**src/rtl/tcfs_pkg.sv**
```systemverilog
`default_nettype none

package tcfs_pkg;

    localparam int DUTY_BITS_DEF     = 13;
    localparam int COUNT_BITS_DEF    = 16;
    localparam int FRACTION_BITS_DEF = 16;

    localparam int CMD_W     = 2;
    localparam int LEVEL_W   = 8;
    localparam int LEN_W     = 16;
    localparam int LEVEL_MAX = 255;

    typedef enum logic [CMD_W-1:0] {
        CMD_TICK  = 2'd0,
        CMD_GLOW  = 2'd1,
        CMD_BLINK = 2'd2,
        CMD_STOP  = 2'd3
    } t_cmd;

endpackage

`default_nettype wire

```
**src/rtl/tcfs_if.sv**
```systemverilog
`default_nettype none

interface tcfs_in_if;
    import tcfs_pkg::*;

    logic               valid;
    logic               ready;
    logic [CMD_W-1:0]   command;
    logic [LEVEL_W-1:0] green_level;
    logic [LEVEL_W-1:0] blue_level;
    logic [LEN_W-1:0]   ramp_steps;
    logic [LEN_W-1:0]   hold_ticks;
    logic               no_preempt;

    modport source (
        output valid, command, green_level, blue_level, ramp_steps, hold_ticks, no_preempt,
        input  ready
    );
    modport sink (
        input  valid, command, green_level, blue_level, ramp_steps, hold_ticks, no_preempt,
        output ready
    );
endinterface

interface tcfs_out_if #(
    parameter int DUTY_BITS = tcfs_pkg::DUTY_BITS_DEF
);
    logic                 valid;
    logic                 ready;
    logic [DUTY_BITS-1:0] green_duty;
    logic [DUTY_BITS-1:0] blue_duty;
    logic                 running;

    modport source (
        output valid, green_duty, blue_duty, running,
        input  ready
    );
    modport sink (
        input  valid, green_duty, blue_duty, running,
        output ready
    );
endinterface

`default_nettype wire

```
**src/rtl/tcfs_serdiv.sv**
```systemverilog
`default_nettype none

module tcfs_serdiv #(
    parameter int DW = 25,
    parameter int VW = 16
) (
    input  wire logic          i_clk,
    input  wire logic          i_rst_n,
    input  wire logic          i_start,
    input  wire logic [DW-1:0] i_dividend,
    input  wire logic [VW-1:0] i_divisor,
    output logic               o_done,
    output logic [DW-1:0]      o_quotient
);
    localparam int CW = (DW > 1) ? $clog2(DW) : 1;

    logic [DW-1:0] r_quo;
    logic [VW-1:0] r_rem;
    logic [VW-1:0] r_dvs;
    logic [CW-1:0] r_cnt;
    logic          r_busy;
    logic          r_done;

    logic [VW:0]   sh;
    logic [VW:0]   diff;
    logic          ge;
    logic [VW-1:0] n_rem;

    // one quotient bit a cycle, MSB first; quotient bits shift in behind the dividend
    always_comb begin
        sh    = {r_rem, r_quo[DW-1]};
        diff  = sh - {1'b0, r_dvs};
        ge    = (sh >= {1'b0, r_dvs});
        n_rem = ge ? diff[VW-1:0] : sh[VW-1:0];
    end

    always_ff @(posedge i_clk) begin
        if (!i_rst_n) begin
            r_busy <= 1'b0;
            r_done <= 1'b0;
            r_cnt  <= '0;
        end else begin
            r_done <= 1'b0;
            if (i_start) begin
                r_quo  <= i_dividend;
                r_rem  <= '0;
                r_dvs  <= i_divisor;
                r_cnt  <= '0;
                r_busy <= 1'b1;
            end else if (r_busy) begin
                r_quo <= {r_quo[DW-2:0], ge};
                r_rem <= n_rem;
                r_cnt <= r_cnt + 1'b1;
                if (r_cnt == CW'(DW - 1)) begin
                    r_busy <= 1'b0;
                    r_done <= 1'b1;
                end
            end
        end
    end

    assign o_done     = r_done;
    assign o_quotient = r_quo;

`ifndef SYNTHESIS
    a_no_restart: assert property (@(posedge i_clk) disable iff (!i_rst_n)
        i_start |-> !r_busy)
        else $error("divider started while busy");
    a_done_after_busy: assert property (@(posedge i_clk) disable iff (!i_rst_n)
        o_done |-> $past(r_busy) && !r_busy)
        else $error("divider done without a running division");
    a_rem_bound: assert property (@(posedge i_clk) disable iff (!i_rst_n)
        r_busy && r_cnt != '0 && r_dvs != '0 |-> r_rem < r_dvs)
        else $error("partial remainder not below divisor");
`endif

endmodule

`default_nettype wire

```
**src/rtl/two_channel_led_fade_sequencer.sv**
```systemverilog
`default_nettype none
// Ramp ticks run the bit-serial accumulator over ACC_W bits, then ST_LVL, ST_MUL, ST_DUTY
// (divide; DW = divider width, 25 at default widths) and ST_DONE; other ticks, stops, ignored
// starts and ramp-less starts skip the accumulator; other starts divide first in ST_DIV. A
// result not yet collected holds ST_DONE. One word is in flight at a time; the next is taken
// once the result is registered. Cost is set by the bit-serial accumulator and the two
// one-bit-a-cycle dividers. Reset (synchronous, active low) leaves it idle with no word pending.

module two_channel_led_fade_sequencer #(
    parameter int DUTY_BITS     = tcfs_pkg::DUTY_BITS_DEF,
    parameter int COUNT_BITS    = tcfs_pkg::COUNT_BITS_DEF,
    parameter int FRACTION_BITS = tcfs_pkg::FRACTION_BITS_DEF
) (
    input  wire logic   i_clk,
    input  wire logic   i_rst_n,
    tcfs_in_if.sink     i_cmd,
    tcfs_out_if.source  o_res
);
    import tcfs_pkg::*;

    localparam int ACC_W = LEVEL_W + FRACTION_BITS;
    localparam int NUM_W = ((ACC_W > COUNT_BITS) ? ACC_W : COUNT_BITS) + 1;
    localparam int XW    = DUTY_BITS + LEVEL_W;
    localparam int DW    = (NUM_W > XW) ? NUM_W : XW;
    localparam int ABW   = $clog2(ACC_W);

    localparam logic [31:0]          CNT_MAX32  = 32'((64'd1 << COUNT_BITS) - 64'd1);
    localparam logic [DUTY_BITS-1:0] DUTY_MAX_C = '1;
    localparam logic [ACC_W:0]       HALF       = (ACC_W+1)'(1) << (FRACTION_BITS - 1);
    localparam logic [COUNT_BITS-1:0] DIV_LEVEL = COUNT_BITS'(LEVEL_MAX);

    typedef enum logic [2:0] {
        ST_IDLE, ST_DIV, ST_ACC, ST_LVL, ST_MUL, ST_DUTY, ST_DONE
    } t_state;

    typedef enum logic [1:0] {
        PH_IDLE, PH_UP, PH_HOLD, PH_DOWN
    } t_phase;

    t_state               r_st, n_st;
    t_phase               r_phase, n_phase;
    logic [COUNT_BITS-1:0] r_cnt, n_cnt;
    logic [COUNT_BITS-1:0] r_t, n_t;
    logic [COUNT_BITS-1:0] r_h, n_h;
    logic                 r_rep, n_rep;
    logic                 r_stop, n_stop;
    logic [ACC_W-1:0]     r_acc_g, n_acc_g, r_acc_b, n_acc_b;
    logic [ACC_W-1:0]     r_inc_g, n_inc_g, r_inc_b, n_inc_b;
    logic                 r_sub, n_sub;
    logic                 r_cy_g, n_cy_g, r_cy_b, n_cy_b;
    logic [ABW-1:0]       r_bit, n_bit;
    logic [LEVEL_W-1:0]   r_lvl_g, n_lvl_g, r_lvl_b, n_lvl_b;
    logic                 r_ov, n_ov;
    logic [DUTY_BITS-1:0] r_gd, n_gd, r_bd, n_bd;
    logic                 r_run, n_run;

    logic                 accept;
    t_cmd                 cmd;
    logic [31:0]          t32, h32;
    logic [COUNT_BITS-1:0] sat_t, sat_h;
    logic [COUNT_BITS:0]  cnt1;
    logic                 do_end, do_start, start_blink, acc_go, acc_sub;
    logic                 a_g, b_g, s_g, co_g, a_b, b_b, s_b, co_b;
    logic [ACC_W:0]       rnd_g, rnd_b;
    logic [LEVEL_W:0]     lvl9_g, lvl9_b;
    logic [XW-1:0]        x_g, x_b;
    logic [DW-1:0]        inc_dvd_g, inc_dvd_b;

    logic                 div_start;
    logic [DW-1:0]        div_dvd_g, div_dvd_b;
    logic [COUNT_BITS-1:0] div_dvs;
    logic                 done_g, done_b, div_done;
    logic [DW-1:0]        q_g, q_b;

    assign accept      = i_cmd.valid && i_cmd.ready;
    assign i_cmd.ready = (r_st == ST_IDLE);
    assign cmd         = t_cmd'(i_cmd.command);

    // clamp lengths to the counter range
    always_comb begin
        t32   = 32'(i_cmd.ramp_steps);
        h32   = 32'(i_cmd.hold_ticks);
        sat_t = (t32 > CNT_MAX32) ? '1 : t32[COUNT_BITS-1:0];
        sat_h = (h32 > CNT_MAX32) ? '1 : h32[COUNT_BITS-1:0];
    end

    // bit-serial add or subtract, LSB first; sum and difference bits coincide
    always_comb begin
        a_g  = r_acc_g[0];
        b_g  = r_inc_g[0];
        s_g  = a_g ^ b_g ^ r_cy_g;
        co_g = r_sub ? ((~a_g & b_g) | (~a_g & r_cy_g) | (b_g & r_cy_g))
                     : ((a_g & b_g) | (r_cy_g & (a_g ^ b_g)));
        a_b  = r_acc_b[0];
        b_b  = r_inc_b[0];
        s_b  = a_b ^ b_b ^ r_cy_b;
        co_b = r_sub ? ((~a_b & b_b) | (~a_b & r_cy_b) | (b_b & r_cy_b))
                     : ((a_b & b_b) | (r_cy_b & (a_b ^ b_b)));
    end

    always_comb begin
        rnd_g     = {1'b0, r_acc_g} + HALF;
        rnd_b     = {1'b0, r_acc_b} + HALF;
        lvl9_g    = rnd_g[ACC_W:FRACTION_BITS];
        lvl9_b    = rnd_b[ACC_W:FRACTION_BITS];
        x_g       = XW'(DUTY_MAX_C) * XW'(r_lvl_g);
        x_b       = XW'(DUTY_MAX_C) * XW'(r_lvl_b);
        inc_dvd_g = (DW'(i_cmd.green_level) << FRACTION_BITS) + DW'(sat_t >> 1);
        inc_dvd_b = (DW'(i_cmd.blue_level) << FRACTION_BITS) + DW'(sat_t >> 1);
    end

    assign div_dvd_g = (r_st == ST_MUL) ? DW'(x_g) : inc_dvd_g;
    assign div_dvd_b = (r_st == ST_MUL) ? DW'(x_b) : inc_dvd_b;
    assign div_dvs   = (r_st == ST_MUL) ? DIV_LEVEL : sat_t;
    assign div_done  = done_g & done_b;

    always_comb begin
        n_st    = r_st;
        n_phase = r_phase;
        n_cnt   = r_cnt;
        n_t     = r_t;
        n_h     = r_h;
        n_rep   = r_rep;
        n_stop  = r_stop;
        n_acc_g = r_acc_g;
        n_acc_b = r_acc_b;
        n_inc_g = r_inc_g;
        n_inc_b = r_inc_b;
        n_sub   = r_sub;
        n_cy_g  = r_cy_g;
        n_cy_b  = r_cy_b;
        n_bit   = r_bit;
        n_lvl_g = r_lvl_g;
        n_lvl_b = r_lvl_b;
        n_ov    = r_ov;
        n_gd    = r_gd;
        n_bd    = r_bd;
        n_run   = r_run;

        do_end      = 1'b0;
        do_start    = 1'b0;
        start_blink = 1'b0;
        acc_go      = 1'b0;
        acc_sub     = 1'b0;
        div_start   = 1'b0;
        cnt1        = {1'b0, r_cnt} + 1'b1;

        if (r_ov && o_res.ready) begin
            n_ov = 1'b0;
        end

        case (r_st)
            ST_IDLE: begin
                if (accept) begin
                    case (cmd)
                        CMD_TICK: begin
                            case (r_phase)
                                PH_UP: begin
                                    if (r_t == '0) begin
                                        do_end = 1'b1;
                                    end else begin
                                        acc_go = 1'b1;
                                        if (cnt1 >= {1'b0, r_t}) begin
                                            n_cnt   = '0;
                                            // skip an empty hold
                                            n_phase = (r_h == '0) ? PH_DOWN : PH_HOLD;
                                        end else begin
                                            n_cnt = cnt1[COUNT_BITS-1:0];
                                        end
                                    end
                                end
                                PH_HOLD: begin
                                    if (cnt1 >= {1'b0, r_h}) begin
                                        n_cnt = '0;
                                        if (r_t == '0) begin
                                            do_end = 1'b1;
                                        end else begin
                                            n_phase = PH_DOWN;
                                        end
                                    end else begin
                                        n_cnt = cnt1[COUNT_BITS-1:0];
                                    end
                                end
                                PH_DOWN: begin
                                    if (cnt1 >= {1'b0, r_t}) begin
                                        do_end = 1'b1;
                                    end else begin
                                        acc_go  = 1'b1;
                                        acc_sub = 1'b1;
                                        n_cnt   = cnt1[COUNT_BITS-1:0];
                                    end
                                end
                                default: ;
                            endcase
                        end
                        CMD_GLOW: begin
                            if (!(i_cmd.no_preempt && r_phase != PH_IDLE)) begin
                                do_start = 1'b1;
                            end
                        end
                        CMD_BLINK: begin
                            do_start    = 1'b1;
                            start_blink = 1'b1;
                        end
                        CMD_STOP: begin
                            if (r_phase != PH_IDLE) begin
                                n_stop = 1'b1;
                            end
                        end
                        default: ;
                    endcase

                    n_st = ST_LVL;

                    if (do_end) begin
                        n_acc_g = '0;
                        n_acc_b = '0;
                        n_cnt   = '0;
                        if (r_rep && !r_stop) begin
                            n_phase = PH_UP;
                        end else begin
                            n_phase = PH_IDLE;
                            n_stop  = 1'b0;
                        end
                    end

                    if (acc_go) begin
                        n_st   = ST_ACC;
                        n_sub  = acc_sub;
                        n_cy_g = 1'b0;
                        n_cy_b = 1'b0;
                        n_bit  = '0;
                    end

                    if (do_start) begin
                        n_t     = sat_t;
                        n_h     = start_blink ? '0 : sat_h;
                        n_rep   = start_blink;
                        n_stop  = 1'b0;
                        n_acc_g = '0;
                        n_acc_b = '0;
                        n_cnt   = '0;
                        if (sat_t == '0) begin
                            n_inc_g = '0;
                            n_inc_b = '0;
                            if (start_blink) begin
                                n_phase = PH_UP;
                            end else begin
                                // dark glow: hold only, or over at once
                                n_phase = (sat_h == '0) ? PH_IDLE : PH_HOLD;
                            end
                        end else begin
                            n_phase   = PH_UP;
                            div_start = 1'b1;
                            n_st      = ST_DIV;
                        end
                    end
                end
            end
            ST_DIV: begin
                if (div_done) begin
                    n_inc_g = q_g[ACC_W-1:0];
                    n_inc_b = q_b[ACC_W-1:0];
                    n_st    = ST_LVL;
                end
            end
            ST_ACC: begin
                n_acc_g = {s_g, r_acc_g[ACC_W-1:1]};
                n_acc_b = {s_b, r_acc_b[ACC_W-1:1]};
                n_inc_g = {r_inc_g[0], r_inc_g[ACC_W-1:1]};
                n_inc_b = {r_inc_b[0], r_inc_b[ACC_W-1:1]};
                n_cy_g  = co_g;
                n_cy_b  = co_b;
                n_bit   = r_bit + 1'b1;
                if (r_bit == ABW'(ACC_W - 1)) begin
                    // clamp a down step that would go below zero
                    if (r_sub && co_g) begin
                        n_acc_g = '0;
                    end
                    if (r_sub && co_b) begin
                        n_acc_b = '0;
                    end
                    n_st = ST_LVL;
                end
            end
            ST_LVL: begin
                n_lvl_g = lvl9_g[LEVEL_W] ? '1 : lvl9_g[LEVEL_W-1:0];
                n_lvl_b = lvl9_b[LEVEL_W] ? '1 : lvl9_b[LEVEL_W-1:0];
                n_st    = ST_MUL;
            end
            ST_MUL: begin
                div_start = 1'b1;
                n_st      = ST_DUTY;
            end
            ST_DUTY: begin
                if (div_done) begin
                    n_st = ST_DONE;
                end
            end
            ST_DONE: begin
                if (!r_ov || o_res.ready) begin
                    n_ov  = 1'b1;
                    n_gd  = q_g[DUTY_BITS-1:0];
                    n_bd  = q_b[DUTY_BITS-1:0];
                    n_run = (r_phase != PH_IDLE);
                    n_st  = ST_IDLE;
                end
            end
            default: n_st = ST_IDLE;
        endcase
    end

    always_ff @(posedge i_clk) begin
        if (!i_rst_n) begin
            r_st    <= ST_IDLE;
            r_phase <= PH_IDLE;
            r_cnt   <= '0;
            r_rep   <= 1'b0;
            r_stop  <= 1'b0;
            r_acc_g <= '0;
            r_acc_b <= '0;
            r_bit   <= '0;
            r_ov    <= 1'b0;
        end else begin
            r_st    <= n_st;
            r_phase <= n_phase;
            r_cnt   <= n_cnt;
            r_t     <= n_t;
            r_h     <= n_h;
            r_rep   <= n_rep;
            r_stop  <= n_stop;
            r_acc_g <= n_acc_g;
            r_acc_b <= n_acc_b;
            r_inc_g <= n_inc_g;
            r_inc_b <= n_inc_b;
            r_sub   <= n_sub;
            r_cy_g  <= n_cy_g;
            r_cy_b  <= n_cy_b;
            r_bit   <= n_bit;
            r_lvl_g <= n_lvl_g;
            r_lvl_b <= n_lvl_b;
            r_ov    <= n_ov;
            r_gd    <= n_gd;
            r_bd    <= n_bd;
            r_run   <= n_run;
        end
    end

    tcfs_serdiv #(
        .DW (DW),
        .VW (COUNT_BITS)
    ) u_div_g (
        .i_clk      (i_clk),
        .i_rst_n    (i_rst_n),
        .i_start    (div_start),
        .i_dividend (div_dvd_g),
        .i_divisor  (div_dvs),
        .o_done     (done_g),
        .o_quotient (q_g)
    );

    tcfs_serdiv #(
        .DW (DW),
        .VW (COUNT_BITS)
    ) u_div_b (
        .i_clk      (i_clk),
        .i_rst_n    (i_rst_n),
        .i_start    (div_start),
        .i_dividend (div_dvd_b),
        .i_divisor  (div_dvs),
        .o_done     (done_b),
        .o_quotient (q_b)
    );

    assign o_res.valid      = r_ov;
    assign o_res.green_duty = r_gd;
    assign o_res.blue_duty  = r_bd;
    assign o_res.running    = r_run;

`ifndef SYNTHESIS
    a_idle_clean: assert property (@(posedge i_clk) disable iff (!i_rst_n)
        r_phase == PH_IDLE |-> r_cnt == '0 && !r_stop)
        else $error("idle sequencer with count or pending stop");
    a_acc_active: assert property (@(posedge i_clk) disable iff (!i_rst_n)
        r_st == ST_ACC |-> r_phase != PH_IDLE)
        else $error("accumulator stepping while idle");
    a_cnt_bound: assert property (@(posedge i_clk) disable iff (!i_rst_n)
        (r_phase == PH_UP || r_phase == PH_DOWN) && r_t != '0 |-> r_cnt < r_t)
        else $error("ramp count beyond ramp length");
    a_load_from_done: assert property (@(posedge i_clk) disable iff (!i_rst_n)
        $rose(r_ov) |-> $past(r_st == ST_DONE))
        else $error("result word raised outside the done state");
`endif

endmodule

`default_nettype wire
```
**src/flat_wrapper.sv**
```systemverilog
// flat-port wrapper written by rule: the top's interface ports become plain ports
module two_channel_led_fade_sequencer_flat import tcfs_pkg::*;
#(
    parameter int DUTY_BITS     = tcfs_pkg::DUTY_BITS_DEF,
    parameter int COUNT_BITS    = tcfs_pkg::COUNT_BITS_DEF,
    parameter int FRACTION_BITS = tcfs_pkg::FRACTION_BITS_DEF
)
  (i_clk, i_rst_n, i_cmd_valid, i_cmd_command, i_cmd_green_level, i_cmd_blue_level, i_cmd_ramp_steps, i_cmd_hold_ticks, i_cmd_no_preempt, i_cmd_ready, o_res_valid, o_res_green_duty, o_res_blue_duty, o_res_running, o_res_ready);
  tcfs_in_if i_cmd_i ();
  tcfs_out_if #(.DUTY_BITS(DUTY_BITS)) o_res_i ();
  input  wire logic i_clk;
  input  wire logic i_rst_n;
  input wire logic [$bits(i_cmd_i.valid)-1:0] i_cmd_valid;
  input wire logic [$bits(i_cmd_i.command)-1:0] i_cmd_command;
  input wire logic [$bits(i_cmd_i.green_level)-1:0] i_cmd_green_level;
  input wire logic [$bits(i_cmd_i.blue_level)-1:0] i_cmd_blue_level;
  input wire logic [$bits(i_cmd_i.ramp_steps)-1:0] i_cmd_ramp_steps;
  input wire logic [$bits(i_cmd_i.hold_ticks)-1:0] i_cmd_hold_ticks;
  input wire logic [$bits(i_cmd_i.no_preempt)-1:0] i_cmd_no_preempt;
  output wire logic [$bits(i_cmd_i.ready)-1:0] i_cmd_ready;
  output wire logic [$bits(o_res_i.valid)-1:0] o_res_valid;
  output wire logic [$bits(o_res_i.green_duty)-1:0] o_res_green_duty;
  output wire logic [$bits(o_res_i.blue_duty)-1:0] o_res_blue_duty;
  output wire logic [$bits(o_res_i.running)-1:0] o_res_running;
  input wire logic [$bits(o_res_i.ready)-1:0] o_res_ready;
  assign i_cmd_i.valid = i_cmd_valid;
  assign i_cmd_i.command = i_cmd_command;
  assign i_cmd_i.green_level = i_cmd_green_level;
  assign i_cmd_i.blue_level = i_cmd_blue_level;
  assign i_cmd_i.ramp_steps = i_cmd_ramp_steps;
  assign i_cmd_i.hold_ticks = i_cmd_hold_ticks;
  assign i_cmd_i.no_preempt = i_cmd_no_preempt;
  assign i_cmd_ready = i_cmd_i.ready;
  assign o_res_valid = o_res_i.valid;
  assign o_res_green_duty = o_res_i.green_duty;
  assign o_res_blue_duty = o_res_i.blue_duty;
  assign o_res_running = o_res_i.running;
  assign o_res_i.ready = o_res_ready;
  two_channel_led_fade_sequencer #(.DUTY_BITS(DUTY_BITS), .COUNT_BITS(COUNT_BITS), .FRACTION_BITS(FRACTION_BITS)) u_core (.i_clk(i_clk), .i_rst_n(i_rst_n), .i_cmd(i_cmd_i), .o_res(o_res_i));
endmodule
```
**config.mk**
```make
export PLATFORM = sky130hd
export DESIGN_NAME = two_channel_led_fade_sequencer_flat
export DESIGN_NICKNAME = d
export VERILOG_FILES = /design/src/rtl/tcfs_pkg.sv /design/src/rtl/tcfs_if.sv /design/src/rtl/tcfs_serdiv.sv /design/src/rtl/two_channel_led_fade_sequencer.sv /design/src/flat_wrapper.sv
export SDC_FILE = /design/constraint.sdc
export NUM_CORES = 1
export LEC_CHECK = 0
export ABC_AREA = 1
export BUFFER_PORTS_ARGS = -buffer_cell sky130_fd_sc_hd__buf_2
export CAP_MARGIN = 20
export CORE_MARGIN = 2
export CORE_UTILIZATION = 40
export DETAILED_ROUTE_END_ITERATION = 12
export PLACE_DENSITY = 0.53
export SYNTH_ARGS = -nofsm -noshare
export SYNTH_HDL_FRONTEND = slang
export SYNTH_SLANG_ARGS = --single-unit
```
**constraint.sdc**
```tcl
create_clock -name i_clk -period 7.5 [get_ports i_clk]
set_input_delay 0.75 -clock i_clk [delete_from_list [all_inputs] [get_ports i_clk]]
set_output_delay 0.75 -clock i_clk [all_outputs]
set_load 0.005 [all_outputs]
```
* Word-level counts from Yosys, hierarchy flattened
Cells that the tools add are included.
Widths: inputs -> output; s select.
** Word-level totals
- Bits in registers :: 315
- Bits of input ports :: 55
- Output and inout bits :: 29
- Word-level logic and storage cells :: 251
** Cells by class
- Add/subtract/negate cells :: 10
- Multipliers :: 2
- $lt $le $gt $ge :: 4
- Eq/ne operators :: 29
- Muxes and demuxes :: 105
- Bitwise gates (word level) :: 26
- Reduce and logical (&&, ||, !) cells :: 43
** Operators with widths (count)
- $mux 24 :: 12
- $mux 16 :: 11
- $mux 25 :: 6
- $pmux 24 s3 :: 2
- $pmux 24 s2 :: 2
- $ge 17x16->1 :: 4
- $logic_not 16->1 :: 4
- $add 24x15->25 :: 2
- $add 24x16->25 const B :: 2
- $pmux 16 s3 :: 1
- $mux 1 :: 43
- $mul 13x8->21 const A :: 2
- $sub 16x16->16 :: 2
- $mux 2 :: 11
- $pmux 3 s7 :: 1
- $mux 3 :: 6
- $add 16x1->17 const B :: 1
- $add 5x1->5 const B :: 3
- $eq 5x5->1 const B :: 3
- $ne 4x4->1 const B :: 3
- $reduce_and 2->1 :: 6
- $reduce_and 3->1 :: 4
- $reduce_and 4->1 :: 3
- $reduce_and 6->1 :: 2
- other kinds (31) :: 83

* Longest topological paths before layout
Gate-level depths: netlist (run 1).
- Word-level depth :: 12
- Depth in mapped cells :: 29
- Mapped depth without buffers :: 29

* Modules after synthesis
Synthesis (run 1) repeated with hierarchy kept, for this count alone.
** Unflattened totals
- Cell total of the unflattened synthesis :: 2576
- Area total of the unflattened synthesis :: 21673.3 um2
** By module, submodules not included
- two_channel_led_fade_sequencer :: instances 1, cells each 1606, area an instance 13853.3 um2, seq. area each 5325.1 um2
- tcfs_serdiv :: instances 2, cells each 485, area an instance 3910.0 um2, seq. area each 1851.8 um2

* Worst setup path before layout (run 1)
Ideal clock, no wire load.
- Kind :: input to register
- Start :: input i_cmd_command[0]
- End :: register u_core.r_inc_b[0], enable pin
- Setup time :: 0.513 ns
- Arrival :: 4.938 ns
- Data required time :: 6.987 ns
- Path slack :: 2.049 ns
- Stages on the path :: 10
- Path buffers :: 2
- Cells stage by stage :: inv_1 > ha_1 > buf_2 > nand2_1 > inv_1 > a31oi_2 > buf_2 > nor2_1 > nor2_1 > nor3_1
** On the way
- Longest elaborated chain between the ends :: 6
- Elaborated cells on any way between the ends :: 7
- Those cells by class :: 3 x eq/ne; 3 x mux; 1 x reduce/logical
** RTL lines
- start, declared :: RTL line flat_wrapper.sv:14 : input wire logic [$bits(i_cmd_i.command)-1:0] i_cmd_command;
- $eq 2x2->1 / $eq 2x1->1 (equally long branches) :: RTL line two_channel_led_fade_sequencer.sv:155 : case (cmd)
- $pmux 1 s2 (*) :: RTL line two_channel_led_fade_sequencer.sv:155
- $mux 1 (*) :: RTL line two_channel_led_fade_sequencer.sv:154 : if (accept) begin
- $mux 1 (*) :: RTL line two_channel_led_fade_sequencer.sv:152 : case (r_st)
- $ne 2x2->1 (no line) (*)
- $reduce_and 6->1 (no line) (*)
- end signal, assigned :: RTL line two_channel_led_fade_sequencer.sv:335 : r_inc_b <= n_inc_b;
- end, declared :: RTL line two_channel_led_fade_sequencer.sv:48 : logic [ACC_W-1:0] r_inc_g, n_inc_g, r_inc_b, n_inc_b;
Every way passes the cells marked *; elsewhere a longest branch is shown, timed or not. The select of a mux whose other input is x is not followed.
A chain may end at the register's enable or synchronous reset.

* Final worst setup path (run 1)
- Start :: register u_core.r_lvl_b[6]
- End :: register u_core.u_div_b.r_quo[18] (netlist: u_core.u_div_b.o_quotient[18]) (data pin)
** On the way
- Longest elaborated chain between the ends :: 3
** RTL lines
- start, declared :: RTL line two_channel_led_fade_sequencer.sv:52 : logic [LEVEL_W-1:0] r_lvl_g, n_lvl_g, r_lvl_b, n_lvl_b;
- start signal, assigned :: RTL line two_channel_led_fade_sequencer.sv:341 : r_lvl_b <= n_lvl_b;
- $mul 13x8->21 :: RTL line two_channel_led_fade_sequencer.sv:107 : x_b = XW'(DUTY_MAX_C) * XW'(r_lvl_b);
- $mux 25 :: RTL line two_channel_led_fade_sequencer.sv:113 : assign div_dvd_b = (r_st == ST_MUL) ? DW'(x_b) : inc_dvd_b;
- $mux 25 :: RTL line tcfs_serdiv.sv:44 : if (i_start) begin
- end signal, assigned :: RTL line tcfs_serdiv.sv:45 : r_quo <= i_dividend;
- end signal, assigned :: RTL line tcfs_serdiv.sv:51 : r_quo <= {r_quo[DW-2:0], ge};
- end, declared :: RTL line tcfs_serdiv.sv:17 : logic [DW-1:0] r_quo;
Every way passes these cells.

==> run_results.csv, run 1 <==
group,metric,value,unit
cells_and_area,num_antenna_cells,0,
synth,post-synth-top-count-cell,"nand2_1",
placement,portBuffers,83,
drt,firstDrtPassIters,5,
timing,worst_pin_slew,1030,ps
hold_path,whs_endpoint,"u_core.r_t[8]$_DFFE_PP_",
clocking,cts_num_sinks,315,
clocking,cts_buffers,37,
clocking,cts_setup_buffers,0,
critical_path,startpoint_type,"flop",
clocking,h-tree-depth,2,
floorplanning,design.core.area,48700,µm²
drt,avgRoutedWirePerCell,16.4,µm
synth,ys_types,51,
clocking,clkTransAtPathRegs,50,ps
cells_and_area,num-nets-final,2520,
placement,dp_slack,2440,ps
pwr,p_leak,9.53,nW
clocking,postCtsHoldBufs,0,
synth,yosysWarnings,0,
synth,avgSynthCellArea,9.01,µm²
pwr,total_power,7.45,mW
placement,place_area,20700,µm²
critical_path,worstSetupEndpointType,"flop",
hold_path,min_from,"i_cmd_ramp_steps[8]",
synth,synth_edf_count,224,
critical_path,cp_slowest_cell,"fa_1",
cells_and_area,fin_area,21900,µm²
drt,wl,48.3,mm
synth,synthArstFlopShare,0,
synth,seq_area_frac_synth,0.435,
synth,syn_area,19600,µm²
floorplanning,die_y,226,µm
critical_path,criticalPathCategory,"reg -> reg",
placement,gp_congestion,0.857,
synth,ys_ff_latch,315,
critical_path,slowest_delay,650,ps
flow_run,maxCapViolations,0,
floorplanning,initial_core_util,0.403,
timing,post-route-period-util,0.666,
critical_path,r2r_end,"u_core.u_div_b.o_quotient[18]$_DFFE_PP_",
cells_and_area,area_growth,11.4,%
drt,viasPerCell,5.06,
global_routing,grt_usage,0.196,
pwr,p_per_area,340,nW/µm²
clocking,clkLatencyLatePin,560,ps
drt,drc,0,
floorplanning,rows,81,
clocking,tritoncts,"done",
critical_path,crit_chain,"fa_1 > inv_1 > fa_1 > fa_1 > inv_1 > fa_1 > ha_1 > nand2_1 > nor2_1 > o21ai_0 > nand3_1 > a21oi_1 > o21ai_0 > xor2_1 > nand2_1 > o21ai_0 > o21ai_0",
drt,ant_nets,0,
timing,finalSetupTns,0,ps
critical_path,crit_fanout,11,
timing,final.setup.worst_slack,2500,ps
timing,min_period,5000,ps
synth,yosysTopAreaCell,"edfxtp_1",
synth,synth_top_area_share,0.342,
global_routing,grt_pass1_vias,14700,
floorplanning,io_pins,84,
floorplanning,die_area,50900,µm²
timing,rsz0062_at_grt,"false",
timing,finalMaxSlewViolations,0,
cells_and_area,post-route-util,0.449,
timing,hold_violations,0,
cells_and_area,drive_gt1_frac,0.102,
hold_path,hold_class,"in -> reg",
cells_and_area,fillers,4757,
synth,syn_nets,2453,
global_routing,globalRouteOverflowTotal,0,
clocking,clockBufferDepth,3,
synth,netlist_top_cells_count,"346 x nand2_1, 339 x inv_1, 224 x edfxtp_1",
clocking,root_buffer,"clkbuf_16",
timing,finalSetupViolations,0,
pwr,irDropWorstVdd,0.155,mV
critical_path,critPathArrivalTime,5260,ps
synth,synth_flop_cell,"edfxtp_1",
timing,skew,21.8,ps
run_status,status,"completed",
global_routing,grt_max_degree,100,
critical_path,rr_startpoint,"u_core.r_lvl_b[6]$_SDFFCE_PP1P_",
critical_path,ff2ff_path_depth,17,
hold_path,hold_path_depth,1,
drt,drt_iter0_drc,1077,
clocking,cts_resized,0,
critical_path,worst-r2r-setup-slack,2500,ps
timing,max_freq,0.200,GHz
timing,maxSlewHeadroom,0.311,
drt,vias,14900,
synth,syn_inst,2180,
global_routing,grt_pass1_wl,78.4,mm
global_routing,antenna_found_initial,0,
critical_path,worst-endpoint-required,7760,ps
floorplanning,die_w,226,µm
synth,synthTopCellsByArea,"edfxtp_1 34%, ha_1 9.8%, dfxtp_1 9.3%",
placement,dp_hpwl,35.7,mm
[critical path, delay by kind of cell, from the launching register on]
family	cells	cell delay [ps]
buffers and inverters	2	260
flip-flops	1	490
AO/OA/AOI/OAI	5	630
adder cells (fa/ha/maj)	5	2670
XOR/XNOR	1	160
AND/OR/NAND/NOR	4	520
[cell families (layout without fill, tap and decap cells)]
logic type | Yosys count | count (layout) | share of synthesized area
adders and majority gates | 218 | 218 | 0.163
AOI/OAI and AO/OA | 421 | 421 | 0.123
and+or+nand+nor | 751 | 751 | 0.169
buffers and inverters | 412 | 506 | 0.0822
xor gates and xnor gates | 63 | 63 | 0.0281
DFF | 315 | 315 | 0.435
[per-layer routing]
layer	GRT usage	part of all wire	vias up
met4	0.0592	0.022	0
met1	0.271	0.47	7085
met5	0	0	-
met3	0.0273	0.047	63
met2	0.321	0.46	283
li1	-	-	7444
[registers in the layout, indices dropped and copies added, names as in the netlist, 8 cells and up]
name / flops
u_core.r_cnt: 16
u_core.r_h: 16
u_core.u_div_b.r_rem: 16
u_core.r_t: 16
u_core.r_acc_g: 24
u_core.r_lvl_g: 8
u_core.r_lvl_b: 8
u_core.u_div_g.r_dvs: 16
u_core.r_inc_b: 24
u_core.u_div_g.r_rem: 16
u_core.o_res.green_duty: 13
u_core.r_inc_g: 24
u_core.r_acc_b: 24
u_core.u_div_g.o_quotient: 25
u_core.o_res.blue_duty: 13
u_core.u_div_b.o_quotient: 25
[worst max path at each step]
stage                                     from                                       to
4_1_cts        u_core.r_lvl_b[6]$_SDFFCE_PP1P_  u_core.u_div_b.o_quotient[18]$_DFFE_PP_
5_1_grt        u_core.r_lvl_g[2]$_SDFFCE_PP1P_  u_core.u_div_g.o_quotient[19]$_DFFE_PP_
2_1_floorplan                 i_cmd_command[0]              u_core.r_inc_b[0]$_DFFE_PP_
3_3_place_gp                  i_cmd_command[0]    u_core.u_div_g.r_rem[4]$_SDFFCE_PP0P_
3_5_place_dp                  i_cmd_command[0]         u_core.u_div_g.r_busy$_SDFF_PN0_
6_report       u_core.r_lvl_b[6]$_SDFFCE_PP1P_  u_core.u_div_b.o_quotient[18]$_DFFE_PP_
[layout by cell type (no fill, tap or decap), drive strengths merged, types with 17 or more instances in the layout]
master and count:
xnor2 17, a21oi 197, nand4 21, inv 347, nor4 18, nor2 155, nand3 134, nor3 31
fa 64, a22o 20, dfxtp 91, nand2 372, buf 96, o21ai 140, xor2 46, edfxtp 224
ha 154, clkbuf 50
[report_power, final]
group / switching (mW) / internal (mW) / leakage, nW / total, mW
Combinational: 2.14 / 1.10 / 6.17 / 3.25
Clock: 0.735 / 0.991 / 0.563 / 1.73
Sequential: 0.157 / 2.32 / 2.80 / 2.48
Total: 3.03 / 4.41 / 9.53 / 7.45
[final cells by class]
| type | count | area, µm² | share of cell area |
|---|---|---|---|
| multi-input combinational | 1453 | 9540 | 0.436 |
| sequential | 315 | 8550 | 0.391 |
| inverter | 344 | 1290 | 0.0590 |
| clock buffer | 50 | 1020 | 0.0464 |
| tap | 664 | 831 | 0.0380 |
| timing repair buffer | 96 | 533 | 0.0244 |
| clock inverter | 16 | 128 | 0.00583 |
[metrics by stage]
step | cells | hold slack, ps
2_1_floorplan | 2180 | 426
3_3_place_gp | 2871 | 447
3_5_place_dp | 2871 | 440
4_1_cts | 2937 | 376
5_1_grt | 2938 | 404
6_report | 2938 | 408
Power figures use the tool's default switching activity.
==> run 2: changes to the inputs <==
- clock period: 7.5 -> 4.7 ns (I/O delays scaled with it)
==> run 2 against run 1 <==
  * Clock power grew 66%
  * Worst setup slack lost 2300 ps
  * Global-route usage shrank 0.31 points
  * Register-to-register slack lost 2300 ps
  * Final cell count grew 1.4%
  * Largest cell class unchanged
==> run_results.csv, run 2 (synthesized netlist as in run 1, its figures left out) <==
group,metric,value,unit
floorplanning,io_pins,84,
critical_path,criticalPathCategory,"reg -> reg",
timing,hold_violations,0,
clocking,h-tree-depth,2,
critical_path,cpMostUsedCell,"fa_1",
timing,worst_pin_slew,890,ps
placement,dp_hpwl,35.6,mm
global_routing,grt_pass1_wl,77.8,mm
cells_and_area,instances_no_fill,2980,
critical_path,crit_fanout,5,
critical_path,slowest_delay,580,ps
timing,max_freq,0.225,GHz
global_routing,antenna_found_initial,0,
clocking,root_buffer,"clkbuf_16",
flow_run,maxCapViolations,0,
timing,rsz0062_at_grt,"true",
cells_and_area,final_cell_mix,"346 x nand2_1, 336 x inv_1, 224 x edfxtp_1",
timing,maxSlewHeadroom,0.405,
timing,min_period,4450,ps
run_status,status,"completed",
drt,ant_nets,0,
cells_and_area,multi_input_area,9630,µm²
placement,gp_congestion,0.843,
drt,wl,48.4,mm
drt,vias,15100,
cells_and_area,layout_commonest_cell,"nand2_1",
drt,drc,0,
floorplanning,rows,81,
clocking,clkTransAtPathRegs,60,ps
clocking,clkLatencyLatePin,560,ps
drt,top_layer,"met4",
pwr,irDropWorstVdd,0.253,mV
timing,finalSetupTns,0,ps
cells_and_area,num_antenna_cells,0,
floorplanning,die_y,226,µm
timing,post-route-period-util,0.948,
timing,finalMaxSlewViolations,0,
critical_path,worstSetupEndpointType,"flop",
placement,place_area,21000,µm²
drt,drt_iter0_drc,854,
floorplanning,die_area,50900,µm²
global_routing,grt_max_degree,57,
critical_path,path_buf_inv,3,
hold_path,hold_class,"in -> reg",
pwr,total_power,12.4,mW
cells_and_area,num-nets-final,2561,
drt,firstDrtPassIters,5,
pwr,p_per_area,556,nW/µm²
cells_and_area,fillers,4748,
drt,routed-wl-met3,2.08,mm
clocking,tritoncts,"done",
cells_and_area,seq_area,8550,µm²
cells_and_area,fin_area,22300,µm²
clocking,cts_num_sinks,315,
global_routing,grt_usage,0.193,
floorplanning,design.core.area,48700,µm²
placement,dp.cells,2909,
critical_path,worst-endpoint-required,4990,ps
drt,wl_met1,23.1,mm
critical_path,critPathArrivalTime,4750,ps
floorplanning,die_w,226,µm
timing,skew,19.6,ps
clocking,cts_buffers,38,
drt,met2_length,22.3,mm
cells_and_area,area_growth,13.7,%
critical_path,crit_chain,"fa_1 > inv_1 > fa_2 > fa_1 > inv_1 > fa_1 > ha_1 > buf_4 > nand2_1 > nor3_1 > and2_1 > nand4_1 > nand3_1 > or2_2 > nand3_1 > o211ai_1 > o21ai_0",
global_routing,globalRouteOverflowTotal,0,
critical_path,startpoint_type,"flop",
drt,avgRoutedWirePerCell,16.2,µm
pwr,p_leak,9.77,nW
placement,portBuffers,83,
clocking,postCtsHoldBufs,0,
floorplanning,initial_core_util,0.403,
cells_and_area,drive_gt1_frac,0.128,
clocking,clockBufferDepth,3,
critical_path,cp_top_family,"adder cells",
critical_path,cp_slowest_cell,"fa_1",
drt,viasPerCell,5.05,
global_routing,grt_pass1_vias,14700,
timing,finalSetupViolations,0,
[run 2: worst register-to-register path, delay by kind of cell, from the launching register on]
family                   cells  cell delay, ps
flip-flops                   1             420
AND/OR/NAND/NOR              7             880
adder cells (fa/ha/maj)      5            2430
AO/OA/AOI/OAI                2             190
buffers and inverters        3             280
[run 2: what timing repair did]
| item | in CTS | in global routing |
|---|---|---|
| pin swaps | 0 | 4 |
| buffers inserted | 0 | 3 |
| setup endpoints to repair | 2 | 19 |
| resized for setup | 1 | 26 |
[run 2: final cells by class]
class,count,area share
flip-flops and latches,315,0.383
clock buffers,48,0.0461
clock inverters,20,0.00739
multi-input cells,1453,0.431
repair buffers,136,0.0381
well taps,664,0.0372
inverters,344,0.0578
[run 2: layer usage]
metal,up-vias,GRT usage
li1,7536,-
met3,57,0.0294
met2,269,0.321
met4,0,0.0417
met5,-,0
met1,7191,0.267
[run 2: worst paths after layout]
| path | from | to | slack, ps | cells after the start |
|---|---|---|---|---|
| hold reg to reg | u_core.u_div_g.o_quotient[4]$_DFFE_PP_ | u_core.o_res.green_duty[4]$_DFFE_PP_ | 450 | 0 |
| setup reg to reg | u_core.r_lvl_g[2]$_SDFFCE_PP1P_ | u_core.u_div_g.o_quotient[20]$_DFFE_PP_ | 250 | 17 |
| hold / removal | i_cmd_ramp_steps[8] | u_core.r_t[8]$_DFFE_PP_ | 130 | 1 |
| setup / recovery | u_core.r_lvl_g[2]$_SDFFCE_PP1P_ | u_core.u_div_g.o_quotient[20]$_DFFE_PP_ | 250 | 17 |
[run 2: per-stage QoR]
stage	setup WS, ps	utilization	hold WS [ps]
floorplan	64.8	-	426
global placement	63.6	0.432	442
detailed placement	-23.3	0.432	446
CTS	7.81	0.456	94.8
global route	-26.8	0.458	107
finish	246	0.458	125
[run 2: report_power, final]
part / internal (mW) / switching (mW)
clock network: 1.67 / 1.21
logic: 2.05 / 3.55
registers: 3.70 / 0.239
total: 7.42 / 5.00
==> run 3: changes to the inputs <==
- CTS_BUF_LIST: unset -> sky130_fd_sc_hd__clkbuf_8
- PLACE_DENSITY: 0.53 -> 0.55
- clock period: 4.7 -> 3.6 ns (I/O delays scaled with it)
==> run 3 against run 2 <==
  * The run now ends with setup timing left
  * Cell area grew 15%
  * Wire length grew 11%
  * Final cell count grew 8.0%
  * Sequential cell count is the same
  * Critical endpoint unchanged
  * Utilization grew 7.1 points
  * Sequential share of layout area shrank 5.1 points
  * Clock-buffer cell count grew 15
  * Worst hold slack lost 75 ps
  * Global-route usage grew 1.6 points
==> run_results.csv, run 3 (synthesized netlist as in run 1, its figures left out) <==
group,metric,value,unit
run_status,status,"complete, but fails checks",
run_status,violations,"setup timing",
placement,dp.cells,3027,
cells_and_area,instances_no_fill,3218,
critical_path,critPathArrivalTime,4720,ps
clocking,cts_num_sinks,315,
critical_path,criticalPathCategory,"reg -> reg",
global_routing,grt_usage,0.209,
hold_path,min_from,"i_cmd_green_level[6]",
drt,viasPerCell,5.07,
pwr,pwr-share-seq,0.254,
drt,wl,53.4,mm
pwr,swShare,0.407,
pwr,p_switching,8.23,mW
clocking,cts_buffers,56,
floorplanning,initial_core_util,0.403,
critical_path,worst-r2r-setup-slack,-740,ps
cells_and_area,post-route-util,0.529,
timing,min_period,4340,ps
timing,finalMaxSlewViolations,0,
drt,firstDrtPassIters,5,
floorplanning,io_pins,84,
timing,finalSetupTns,-25680,ps
drt,drt_iter0_drc,921,
floorplanning,die_y,226,µm
critical_path,r2r_end,"u_core.u_div_g.o_quotient[20]$_DFFE_PP_",
clocking,h-tree-depth,2,
placement,dp_hpwl,36.8,mm
hold_path,hold_path_depth,3,
hold_path,whs_endpoint,"u_core.u_div_g.o_quotient[22]$_DFFE_PP_",
drt,vias,16300,
cells_and_area,final_cell_mix,"322 x inv_1, 286 x nand2_1, 224 x edfxtp_1",
cells_and_area,area_growth,31.3,%
timing,worst_pin_slew,862,ps
critical_path,worst-endpoint-required,3980,ps
global_routing,grt_pass1_vias,16000,
timing,hold_slack,50.5,ps
timing,skew,38.6,ps
placement,portBuffers,83,
pwr,clockPowerShare,0.176,
floorplanning,design.core.area,48700,µm²
pwr,p_int,12.0,mW
critical_path,crit_fanout,4,
pwr,p_comb_frac,0.570,
timing,max_freq,0.230,GHz
critical_path,path_buf_inv,2,
floorplanning,die_w,226,µm
clocking,root_buffer,"clkbuf_8",
global_routing,antenna_found_initial,0,
drt,drc,0,
cells_and_area,num-nets-final,2781,
critical_path,crit_start,"u_core.r_lvl_g[6]$_SDFFCE_PP1P_",
clocking,clockBufferDepth,3,
global_routing,globalRouteOverflowTotal,0,
flow_run,maxCapViolations,0,
critical_path,ff2ff_path_depth,16,
critical_path,rr_startpoint,"u_core.r_lvl_g[6]$_SDFFCE_PP1P_",
critical_path,startpoint_type,"flop",
cells_and_area,drive_gt1_frac,0.291,
cells_and_area,num_antenna_cells,0,
pwr,p_leak,11.2,nW
clocking,clkLatencyLatePin,660,ps
pwr,p_per_area,784,nW/µm²
timing,hold_violations,0,
floorplanning,die_area,50900,µm²
pwr,irDropWorstVdd,0.511,mV
cells_and_area,layout_commonest_cell,"inv_1",
timing,final.setup.worst_slack,-743,ps
global_routing,grt_pass1_wl,84.2,mm
global_routing,grt_max_degree,76,
timing,finalSetupViolations,95,
critical_path,slowest_delay,610,ps
critical_path,cp_slowest_cell,"fa_2",
placement,gp_congestion,0.867,
drt,ant_nets,0,
critical_path,crit_chain,"fa_2 > inv_2 > fa_2 > fa_1 > inv_2 > fa_2 > ha_4 > nand2_1 > nor3_2 > and2_4 > nand4_1 > nand3_2 > or2_4 > nand3_1 > o211ai_1 > o21ai_1",
critical_path,worstSetupEndpointType,"flop",
timing,rsz0062_at_grt,"true",
critical_path,cp_top_family,"adder cells",
clocking,tritoncts,"done",
drt,avgRoutedWirePerCell,16.6,µm
hold_path,hold_class,"in -> reg",
clocking,clkTransAtPathRegs,60,ps
floorplanning,rows,81,
critical_path,cpMostUsedCell,"fa_2",
timing,post-route-period-util,1.21,
timing,maxSlewHeadroom,0.426,
## run 3: changes by cell type in the layout (fill, tap and decap cells not counted), sizes merged
cell	delta
buf	+168
inv	+11
bufinv	+3
clkinv	+7
clkbuf	+15
dlygate4sd3	+34
## run 3: how the worst max path moves through the flow
stage / end / slack (ps) / cells after the start
after CTS: u_core.u_div_g.o_quotient[20]$_DFFE_PP_ / -730 / 17
final: u_core.u_div_g.o_quotient[20]$_DFFE_PP_ / -740 / 16
after floorplan: u_core.u_div_b.o_quotient[18]$_DFFE_PP_ / -710 / 18
after global routing: u_core.u_div_g.o_quotient[20]$_DFFE_PP_ / -910 / 16
after global placement: u_core.u_div_b.o_quotient[20]$_DFFE_PP_ / -740 / 17
after detailed placement: u_core.u_div_g.o_quotient[20]$_DFFE_PP_ / -830 / 17
## run 3: area by class of cell
class	instances	area (µm²)
Tap cell	664	831
Clock buffer	63	867
Sequential cell	315	8550
Clock inverter	41	315
Fill cell	4461	23000
Timing Repair Buffer	338	2790
Inverter	344	1300
Multi-Input combinational cell	1453	11100
## run 3: power groups by stage
| stage | registers (mW) | clock network (mW) | logic (mW) |
|---|---|---|---|
| 3_3_place_gp | 5.19 | 0 | 8.85 |
| 3_5_place_dp | 5.20 | 0 | 8.96 |
| 5_1_grt | 5.19 | 3.81 | 12.6 |
| 4_1_cts | 5.13 | 3.65 | 10.4 |
| 6_report | 5.13 | 3.56 | 11.5 |
| 2_1_floorplan | 5.11 | 0 | 5.82 |
## run 3: stage by stage
stage          worst slack (ps)  total power, mW  area [µm²]
2_1_floorplan              -709             10.9       20000
3_3_place_gp               -736             14.0       22200
3_5_place_dp               -835             14.2       22200
4_1_cts                    -731             19.2       24900
5_1_grt                    -906             21.6       25800
6_report                   -743             20.2       25800
## run 3: per-layer routing
| layer | up-vias | track usage | wire length (µm) |
|---|---|---|---|
| li1 | 7980 | - | - |
| met1 | 7908 | 0.280 | 24300 |
| met2 | 337 | 0.348 | 25500 |
| met3 | 83 | 0.0356 | 2410 |
| met4 | 0 | 0.0611 | 1250 |
| met5 | - | 0 | 0 |
## run 3: worst min-delay path, delay by kind of cell
family	cells	cell delay [ps]
and+or+nand+nor	1	50
buffers and inverters	1	100
AOI/OAI and AO/OA	1	60
## run 3: timing repair
item | 4_1_cts | 5_1_grt
pin swaps | 63 | 106
hold buffers | 34 | 0
buffers inserted | 38 | 19
setup endpoints to repair | 106 | 107
gates cloned | 7 | 0
gates resized for setup | 173 | 209
hold endpoints to repair | 34 | 0
